--- config.mk ---
export PLATFORM = sky130hd
export DESIGN_NAME = front_middle_back_queue
export DESIGN_NICKNAME = d
export VERILOG_FILES = /design/src/hdl/fmbq_pkg.sv /design/src/hdl/front_middle_back_queue.sv /design/src/hdl/fmbq_dp.sv /design/src/hdl/fmbq_ctrl.sv
export SDC_FILE = /design/constraint.sdc
export NUM_CORES = 2
export LEC_CHECK = 0
export BUFFER_PORTS_ARGS = -buffer_cell sky130_fd_sc_hd__buf_2
export CAP_MARGIN = 25
export CORE_MARGIN = 3
export CORE_UTILIZATION = 48
export DETAILED_ROUTE_END_ITERATION = 8
export SYNTH_ARGS = -nofsm -noshare
export SYNTH_HDL_FRONTEND = slang
export SYNTH_SLANG_ARGS = --single-unit
--- constraint.sdc ---
create_clock -name clk -period 8.3 [get_ports clk]
set_clock_uncertainty 0.2 [all_clocks]
set_input_delay 0.83 -clock clk [delete_from_list [all_inputs] [get_ports clk]]
set_output_delay 0.83 -clock clk [all_outputs]
set_load 0.02 [all_outputs]
--- src/hdl/fmbq_pkg.sv ---
// Shared types and constants for the front/middle/back queue.
// No dependencies; imported by every other file in hdl/.
`default_nettype none

package fmbq_pkg;

	localparam int CAPACITY    = 64;
	localparam int ADDR_W      = $clog2(CAPACITY);
	localparam int CNT_W       = $clog2(CAPACITY + 1);
	localparam int CMP_W       = CNT_W + 1;
	localparam int DATA_W      = 32;
	localparam int KIND_W      = 3;
	localparam int HELD_W      = 7;
	localparam int OUT_TDATA_W = ((DATA_W + HELD_W + 7) / 8) * 8;
	localparam int OUT_PAD_W   = OUT_TDATA_W - DATA_W - HELD_W;
	localparam int OUT_TUSER_W = 2;

	typedef enum logic [KIND_W-1:0] {
		KIND_PUSH_FRONT  = 3'd0,
		KIND_PUSH_MIDDLE = 3'd1,
		KIND_PUSH_BACK   = 3'd2,
		KIND_POP_FRONT   = 3'd3,
		KIND_POP_MIDDLE  = 3'd4,
		KIND_POP_BACK    = 3'd5
	} kind_t;

	// read address relative to the move pointer
	typedef enum logic [2:0] {
		RD_MINUS2,
		RD_MINUS1,
		RD_SAME,
		RD_PLUS1,
		RD_PLUS2
	} rd_off_t;

	typedef struct packed {
		logic    load;
		logic    ptr_init;
		logic    ptr_dec;
		logic    ptr_inc;
		logic    rd_en;
		rd_off_t rd_off;
		logic    mv_wr;
		logic    cap;
		logic    finish;
	} fmbq_cmd_t;

	typedef struct packed {
		logic push_ok;
		logic pop_ok;
		logic push_direct;
		logic last_move;
		logic more1;
		logic more2;
		logic out_free;
	} fmbq_sts_t;

endpackage

`default_nettype wire

--- src/hdl/front_middle_back_queue.sv ---
// Top level of the front/middle/back queue: stream ports around ctrl and datapath.
// Depends on fmbq_pkg, fmbq_ctrl and fmbq_dp.
//
// Holds up to CAPACITY (64) signed 32-bit values; each input word pushes or pops at
// the front, the middle or the back and yields one output word. Values live in a
// single memory with one write and one registered read port, so an insert or removal
// moves one entry per cycle. Each op is loaded and decoded; a push that shifts entries
// then reads and moves them one by one, and a pop that finds the queue non-empty reads
// and captures the removed entry, then moves any entries behind it; every op ends in a
// finish step that waits for room at the output. One op is in flight at a time; a
// finished word may wait at the output while the next is taken.
`default_nettype none

module front_middle_back_queue import fmbq_pkg::*; (
	input  logic                   clk,
	input  logic                   arst_n,
	input  logic                   s_axis_tvalid,
	output logic                   s_axis_tready,
	input  logic [DATA_W-1:0]      s_axis_tdata,  // [31:0] push_value
	input  logic [KIND_W-1:0]      s_axis_tuser,  // [2:0] kind
	output logic                   m_axis_tvalid,
	input  logic                   m_axis_tready,
	output logic [OUT_TDATA_W-1:0] m_axis_tdata,  // [31:0] pop_value, [38:32] entries_held
	output logic [OUT_TUSER_W-1:0] m_axis_tuser   // [0] was_empty, [1] push_dropped
);

	fmbq_cmd_t         cmd;
	fmbq_sts_t         sts;
	logic [DATA_W-1:0] pop_value;
	logic              was_empty, push_dropped;
	logic [HELD_W-1:0] entries_held;

	fmbq_ctrl u_ctrl (
		.clk      (clk),
		.arst_n   (arst_n),
		.in_valid (s_axis_tvalid),
		.in_ready (s_axis_tready),
		.sts      (sts),
		.cmd      (cmd)
	);

	fmbq_dp u_dp (
		.clk         (clk),
		.arst_n      (arst_n),
		.kind        (s_axis_tuser),
		.push_value  (s_axis_tdata),
		.cmd         (cmd),
		.sts         (sts),
		.out_valid   (m_axis_tvalid),
		.out_ready   (m_axis_tready),
		.out_value   (pop_value),
		.out_empty   (was_empty),
		.out_dropped (push_dropped),
		.out_held    (entries_held)
	);

	assign m_axis_tdata = {{OUT_PAD_W{1'b0}}, entries_held, pop_value};
	assign m_axis_tuser = {push_dropped, was_empty};

endmodule

`default_nettype wire

--- src/hdl/fmbq_dp.sv ---
// Datapath: entry memory, count, move pointer and result register.
// Depends on fmbq_pkg; driven by fmbq_ctrl through fmbq_cmd_t.
`default_nettype none

module fmbq_dp import fmbq_pkg::*; (
	input  logic                clk,
	input  logic                arst_n,
	input  logic [KIND_W-1:0]   kind,
	input  logic [DATA_W-1:0]   push_value,
	input  fmbq_cmd_t           cmd,
	output fmbq_sts_t           sts,
	output logic                out_valid,
	input  logic                out_ready,
	output logic [DATA_W-1:0]   out_value,
	output logic                out_empty,
	output logic                out_dropped,
	output logic [HELD_W-1:0]   out_held
);

	logic [DATA_W-1:0] mem [CAPACITY];
	logic [DATA_W-1:0] rd_data_q;
	logic [KIND_W-1:0] kind_q;
	logic [DATA_W-1:0] val_q;
	logic [CNT_W-1:0]  count_q;
	logic [ADDR_W-1:0] ptr_q;
	logic              out_valid_q;
	logic [DATA_W-1:0] out_value_q;
	logic              out_empty_q;
	logic              out_dropped_q;
	logic [HELD_W-1:0] out_held_q;

	logic              is_push, is_pop, full, empty, push_ok, pop_ok;
	logic [CNT_W-1:0]  cnt_dec, pos, next_count;
	logic [CMP_W-1:0]  ptr_ext, count_ext, pos_ext, rd_addr_ext;
	logic [ADDR_W-1:0] rd_addr, wr_addr;
	logic [DATA_W-1:0] wr_data;
	logic              wr_en;

	always_comb begin
		is_push = (kind_q == KIND_PUSH_FRONT) || (kind_q == KIND_PUSH_MIDDLE)
			|| (kind_q == KIND_PUSH_BACK);
		is_pop  = (kind_q == KIND_POP_FRONT) || (kind_q == KIND_POP_MIDDLE)
			|| (kind_q == KIND_POP_BACK);
		full    = count_q == CNT_W'(CAPACITY);
		empty   = count_q == '0;
		push_ok = is_push && !full;
		pop_ok  = is_pop && !empty;
		cnt_dec = count_q - CNT_W'(1);
		unique case (kind_q)
			KIND_PUSH_FRONT:  pos = '0;
			KIND_PUSH_MIDDLE: pos = count_q >> 1;
			KIND_PUSH_BACK:   pos = count_q;
			KIND_POP_FRONT:   pos = '0;
			KIND_POP_MIDDLE:  pos = cnt_dec >> 1;
			KIND_POP_BACK:    pos = cnt_dec;
			default:          pos = '0;
		endcase
		ptr_ext   = CMP_W'(ptr_q);
		count_ext = CMP_W'(count_q);
		pos_ext   = CMP_W'(pos);
	end

	always_comb begin
		sts.push_ok     = push_ok;
		sts.pop_ok      = pop_ok;
		sts.push_direct = pos == count_q;
		sts.last_move   = (ptr_ext - CMP_W'(1)) == pos_ext;
		sts.more1       = (ptr_ext + CMP_W'(1)) < count_ext;
		sts.more2       = (ptr_ext + CMP_W'(2)) < count_ext;
		sts.out_free    = !out_valid_q || out_ready;
	end

	always_comb begin
		unique case (cmd.rd_off)
			RD_MINUS2: rd_addr_ext = ptr_ext - CMP_W'(2);
			RD_MINUS1: rd_addr_ext = ptr_ext - CMP_W'(1);
			RD_SAME:   rd_addr_ext = ptr_ext;
			RD_PLUS1:  rd_addr_ext = ptr_ext + CMP_W'(1);
			RD_PLUS2:  rd_addr_ext = ptr_ext + CMP_W'(2);
			default:   rd_addr_ext = ptr_ext;
		endcase
		rd_addr = rd_addr_ext[ADDR_W-1:0];
		wr_en   = cmd.mv_wr || (cmd.finish && push_ok);
		wr_addr = cmd.mv_wr ? ptr_q : pos[ADDR_W-1:0];
		wr_data = cmd.mv_wr ? rd_data_q : val_q;
		if (cmd.finish && push_ok) begin
			next_count = count_q + CNT_W'(1);
		end else if (cmd.finish && pop_ok) begin
			next_count = cnt_dec;
		end else begin
			next_count = count_q;
		end
	end

	always_ff @(posedge clk) begin
		if (wr_en) begin
			mem[wr_addr] <= wr_data;
		end
	end

	always_ff @(posedge clk) begin
		if (cmd.rd_en) begin
			rd_data_q <= mem[rd_addr];
		end
	end

	always_ff @(posedge clk) begin
		if (cmd.load) begin
			kind_q <= kind;
			val_q  <= push_value;
		end else if (cmd.cap) begin
			val_q  <= rd_data_q;
		end
		if (cmd.ptr_init) begin
			ptr_q <= push_ok ? count_q[ADDR_W-1:0] : pos[ADDR_W-1:0];
		end else if (cmd.ptr_dec) begin
			ptr_q <= ptr_q - ADDR_W'(1);
		end else if (cmd.ptr_inc) begin
			ptr_q <= ptr_q + ADDR_W'(1);
		end
		if (cmd.finish) begin
			out_value_q   <= pop_ok ? val_q : (is_pop ? '1 : '0);
			out_empty_q   <= is_pop && empty;
			out_dropped_q <= is_push && full;
			out_held_q    <= HELD_W'(next_count);
		end
	end

	always_ff @(posedge clk or negedge arst_n) begin
		if (!arst_n) begin
			count_q     <= '0;
			out_valid_q <= 1'b0;
		end else begin
			count_q <= next_count;
			if (cmd.finish) begin
				out_valid_q <= 1'b1;
			end else if (out_ready) begin
				out_valid_q <= 1'b0;
			end
		end
	end

	assign out_valid   = out_valid_q;
	assign out_value   = out_value_q;
	assign out_empty   = out_empty_q;
	assign out_dropped = out_dropped_q;
	assign out_held    = out_held_q;

	a_count_bound: assert property (@(posedge clk) disable iff (!arst_n)
		count_q <= CNT_W'(CAPACITY))
		else $error("count above capacity");

	a_count_only_at_finish: assert property (@(posedge clk) disable iff (!arst_n)
		!cmd.finish |=> $stable(count_q))
		else $error("count moved outside finish");

	a_finish_gives_word: assert property (@(posedge clk) disable iff (!arst_n)
		cmd.finish |=> out_valid_q)
		else $error("finished op produced no word");

	a_finish_needs_room: assert property (@(posedge clk) disable iff (!arst_n)
		cmd.finish |-> (!out_valid_q || out_ready))
		else $error("result register overwritten");

	a_no_move_during_finish: assert property (@(posedge clk) disable iff (!arst_n)
		cmd.finish |-> !cmd.mv_wr)
		else $error("move and finish collide on write port");

endmodule

`default_nettype wire

--- src/hdl/fmbq_ctrl.sv ---
// Controller: sequences decode, entry moves and result hand-off.
// Depends on fmbq_pkg; commands fmbq_dp through fmbq_cmd_t.
`default_nettype none

module fmbq_ctrl import fmbq_pkg::*; (
	input  logic      clk,
	input  logic      arst_n,
	input  logic      in_valid,
	output logic      in_ready,
	input  fmbq_sts_t sts,
	output fmbq_cmd_t cmd
);

	typedef enum logic [2:0] {
		ST_IDLE,
		ST_DECODE,
		ST_PUSH_RD,
		ST_PUSH_MV,
		ST_POP_RD,
		ST_POP_CAP,
		ST_POP_MV,
		ST_FINISH
	} state_t;

	state_t state_q, state_d;

	always_comb begin
		state_d    = state_q;
		cmd        = '0;
		cmd.rd_off = RD_SAME;
		in_ready   = 1'b0;
		unique case (state_q)
			ST_IDLE: begin
				in_ready = 1'b1;
				if (in_valid) begin
					cmd.load = 1'b1;
					state_d  = ST_DECODE;
				end
			end
			ST_DECODE: begin
				cmd.ptr_init = 1'b1;
				if (sts.push_ok) begin
					state_d = sts.push_direct ? ST_FINISH : ST_PUSH_RD;
				end else if (sts.pop_ok) begin
					state_d = ST_POP_RD;
				end else begin
					state_d = ST_FINISH;
				end
			end
			ST_PUSH_RD: begin
				cmd.rd_en  = 1'b1;
				cmd.rd_off = RD_MINUS1;
				state_d    = ST_PUSH_MV;
			end
			ST_PUSH_MV: begin
				cmd.mv_wr   = 1'b1;
				cmd.ptr_dec = 1'b1;
				if (sts.last_move) begin
					state_d = ST_FINISH;
				end else begin
					cmd.rd_en  = 1'b1;
					cmd.rd_off = RD_MINUS2;
				end
			end
			ST_POP_RD: begin
				cmd.rd_en = 1'b1;
				state_d   = ST_POP_CAP;
			end
			ST_POP_CAP: begin
				cmd.cap = 1'b1;
				if (sts.more1) begin
					cmd.rd_en  = 1'b1;
					cmd.rd_off = RD_PLUS1;
					state_d    = ST_POP_MV;
				end else begin
					state_d = ST_FINISH;
				end
			end
			ST_POP_MV: begin
				cmd.mv_wr   = 1'b1;
				cmd.ptr_inc = 1'b1;
				if (sts.more2) begin
					cmd.rd_en  = 1'b1;
					cmd.rd_off = RD_PLUS2;
				end else begin
					state_d = ST_FINISH;
				end
			end
			ST_FINISH: begin
				if (sts.out_free) begin
					cmd.finish = 1'b1;
					state_d    = ST_IDLE;
				end
			end
			default: state_d = ST_IDLE;
		endcase
	end

	always_ff @(posedge clk or negedge arst_n) begin
		if (!arst_n) begin
			state_q <= ST_IDLE;
		end else begin
			state_q <= state_d;
		end
	end

endmodule

`default_nettype wire
==> impl_metrics.toml <==
[worst_setup_path]
cp-end-kind = "register"
setup.worst_path.start_class = "register"
required_ps = 8630
path_class = "register to register"
crit_fanout = 29
critical_path_arrival_ps = 7400

[yosys]
avgSynthCellArea_um2 = 21.8
netlist_instances = 3967
yosysUniqueCellTypes = 69
synth_edf_count = 2162
ys_warn_count = 0
synth_area_leader_cell = "edfxtp_1"
yosys_register_bits = 2173
yosysSeqAreaShare_pct = 75.5
syn_nets = 4030
yosysTopAreaCellShare_pct = 75.2
synth_area_leaders = "edfxtp_1 (75%), mux4_2 (13%), mux2i_1 (5.7%)"
synth_top_flop_cell = "edfxtp_1"
netlist_area_mm2 = 0.0864
async_reset_ff_share_pct = 0.506

[die]
io_pins = 83
core_mm2 = 0.179
die-area_mm2 = 0.185
die_y_um = 430
die_w_um = 430
rows = 155
initial_core_util_pct = 48.4

[clock_tree]
cts_tree = "yes"
cts_resized = 0
cts_root_buffer = "clkbuf_16"
clock_path_buffers = 3
ctsHtreeMaxLevel = 4
cts_buffers = 212
clk_pin_slew_ps = 60
clkSinkCount = 2173
clock_latency_ps = 840

[layout]
final_cell_area_mm2 = 0.0981
final_layout_size_suffix_gt1_share_pct = 27.9
area_growth_pct = 13.6
fillers = 13307
nNetsFinal = 4305

[routing]
drc = 0
vias = 41169
drtPass1Iterations = 5
drtIter0Drc = 4727
postRouteAntennaNets = 0
routed_wl_mm = 212
routedWlPerCell_um = 31.2
viasPerCell = 6.08

[sta]
setup-violations-final = 0
period_minus_slack_ps = 7070
fin_tns_setup_ps = 0
final.period_utilization_pct = 85.2
max_freq_mhz = 141
finalHoldViolations = 0
rsz0062_at_grt = "no"
tightest_slew_ps = 1070
final_max_slew_viol_count = 0
max_slew_margin_pct = 28.3

[hold_path]
hp-class = "primary input to register"

[global_route]
grt_start_max_net_pins = 117
antenna_found_initial = 9
grt_pass1_vias = 41476
grt_pass1_wl_mm = 303
grt-ovfl-total = 0
grt.total_usage_pct = 22.9

[power_and_ir_drop]
p_switching_mw = 4.03
p_clk_share_pct = 44.2
switching_share_pct = 18.9
p_leak_nw = 25.6
cellPowerDensity_mw_per_mm2 = 217
seq_power_share_pct = 55.7
ir_drop_v = 0.000234
internal_power_mw = 17.3
pwr-share-comb_pct = 0.1

[placement]
io_buffers = 81
post_dp_cell_area_mm2 = 0.0911
place.gp.congestion = 0.870
hpwl_mm = 122

[run]
maxCapViolCount = 0

[status]
status = "complete, no violations"
worst paths after layout:
path	endpoint	slack (ps)	depth (start not counted)	start
max in group asynchronous	u_dp.count_q[1]	7490	2	arst_n
setup / recovery	u_dp.rd_data_q[8]	1230	18	u_dp.ptr_q[0]
setup reg to reg	u_dp.rd_data_q[8]	1230	18	u_dp.ptr_q[0]
min in group asynchronous	u_dp.count_q[4]	200	2	arst_n
hold reg to reg	u_dp.out_value[27]	370	1	u_dp.val_q[27]
hold / removal	u_dp.val_q[10]	100	2	s_axis_tdata[10]
sequential cells by signal, indices dropped and copies added (netlist names), 3 cells and up:
register / flops
u_dp.mem: 2048
u_dp.out_value: 32
u_dp.rd_data_q: 32
u_dp.val_q: 32
u_dp.count_q: 7
u_dp.out_held: 7
u_dp.ptr_q: 6
u_ctrl.state_q: 3
u_dp.kind_q: 3
critical path, cell delays in order, from the launching register on:
cell	delay, ps
edfxtp_1	650
ha_1	310
nand3_1	110
xnor2_1	180
ha_1	320
a21o_1	190
a21o_1	210
a221oi_4	420
nand3_1	260
o221ai_1	270
a32o_1	180
a221o_4	620
buf_4	530
buf_4	450
mux4_2	550
mux2i_1	290
mux2i_1	120
mux2i_1	620
mux2i_1	190
Yosys cell counts (5+ instances only):
library cell,n
edfxtp_1,2162
mux4_2,512
mux2i_1,489
nand2_1,137
nor2_1,103
clkbuf_1,94
buf_2,45
buf_6,38
mux2_2,36
o21a_1,32
xnor2_1,25
nand3_1,24
ha_1,23
a21oi_1,22
buf_4,21
o21ai_0,19
inv_1,18
buf_1,14
dfrtp_1,11
nor3_1,11
a21o_1,8
a31oi_1,8
nand2b_1,8
nand4_1,7
xor2_1,7
nor2b_1,6
o21ai_1,6
a22oi_1,5
power groups by stage:
stage,combinational (mW),clock [mW],sequential [mW]
final,0.0149,9.42,11.9
after global routing,0.0161,10.0,11.9
after CTS,0.0153,9.58,11.9
after detailed placement,0.0137,0,12.1
after global placement,0.0138,0,12.1
after floorplan,0.000899,0,12.1
stage by stage:
stage / instances / hold WS [ps] / utilization (%) / setup slack [ps] / power, mW
after global placement: 6332 / 350 / 50.6 / 1350 / 12.1
after floorplan: 3967 / 309 / - / 2540 / 12.1
after CTS: 6760 / 27.2 / 54.8 / 1200 / 21.5
final: 6772 / 103 / 54.9 / 1230 / 21.3
after global routing: 6771 / 69.5 / 54.9 / 825 / 21.9
after detailed placement: 6368 / 347 / 51.0 / 1210 / 12.1
final cells by class:
class | count | area [µm²] | share of cell area [%]
Multi-Input combinational cell | 1562 | 20500 | 20.9
Tap cell | 2355 | 2950 | 3.00
Inverter | 20 | 75.1 | 0.0765
Clock buffer | 264 | 5600 | 5.71
Timing Repair Buffer | 273 | 2610 | 2.65
Antenna cell | 1 | 2.50 | 0.00255
Clock inverter | 124 | 1160 | 1.18
Sequential cell | 2173 | 65200 | 66.4
logic make-up after synthesis:
group	after synthesis	synth area share [%]
flops	2173	75.5
mux	1037	19.5
simple gates	321	1.63
buf+inv	232	1.49
compound gates	147	1.23
xor+xnor	32	0.324
fa+ha+maj	24	0.356
other cells	1	0.00434
repair_timing:
item / 4_1_cts / 5_1_grt
hold buffers: 4 / 0
hold endpoints to repair: 14 / 0
setup buffers: 0 / 0
cell usage in the layout (no fill, tap or decap), drive strengths merged, types with 23 or more instances in the layout:
cell / count
xnor2: 25
nor2: 103
nand2: 137
buf: 269
nand3: 24
o21a: 32
inv: 28
ha: 23
clkbuf: 264
clkinv: 90
o21ai: 25
mux2i: 489
mux2: 36
mux4: 512
edfxtp: 2162
metal layers:
layer / GRT usage, % / wire length, µm / vias up
met5: 0 / 0 / -
met4: 5.41 / 4050 / 0
met3: 3.97 / 14900 / 270
met2: 36.5 / 102000 / 1507
met1: 33.4 / 90700 / 22279
li1: - / - / 17113
No activity file was read; power rests on OpenSTA's default activity.
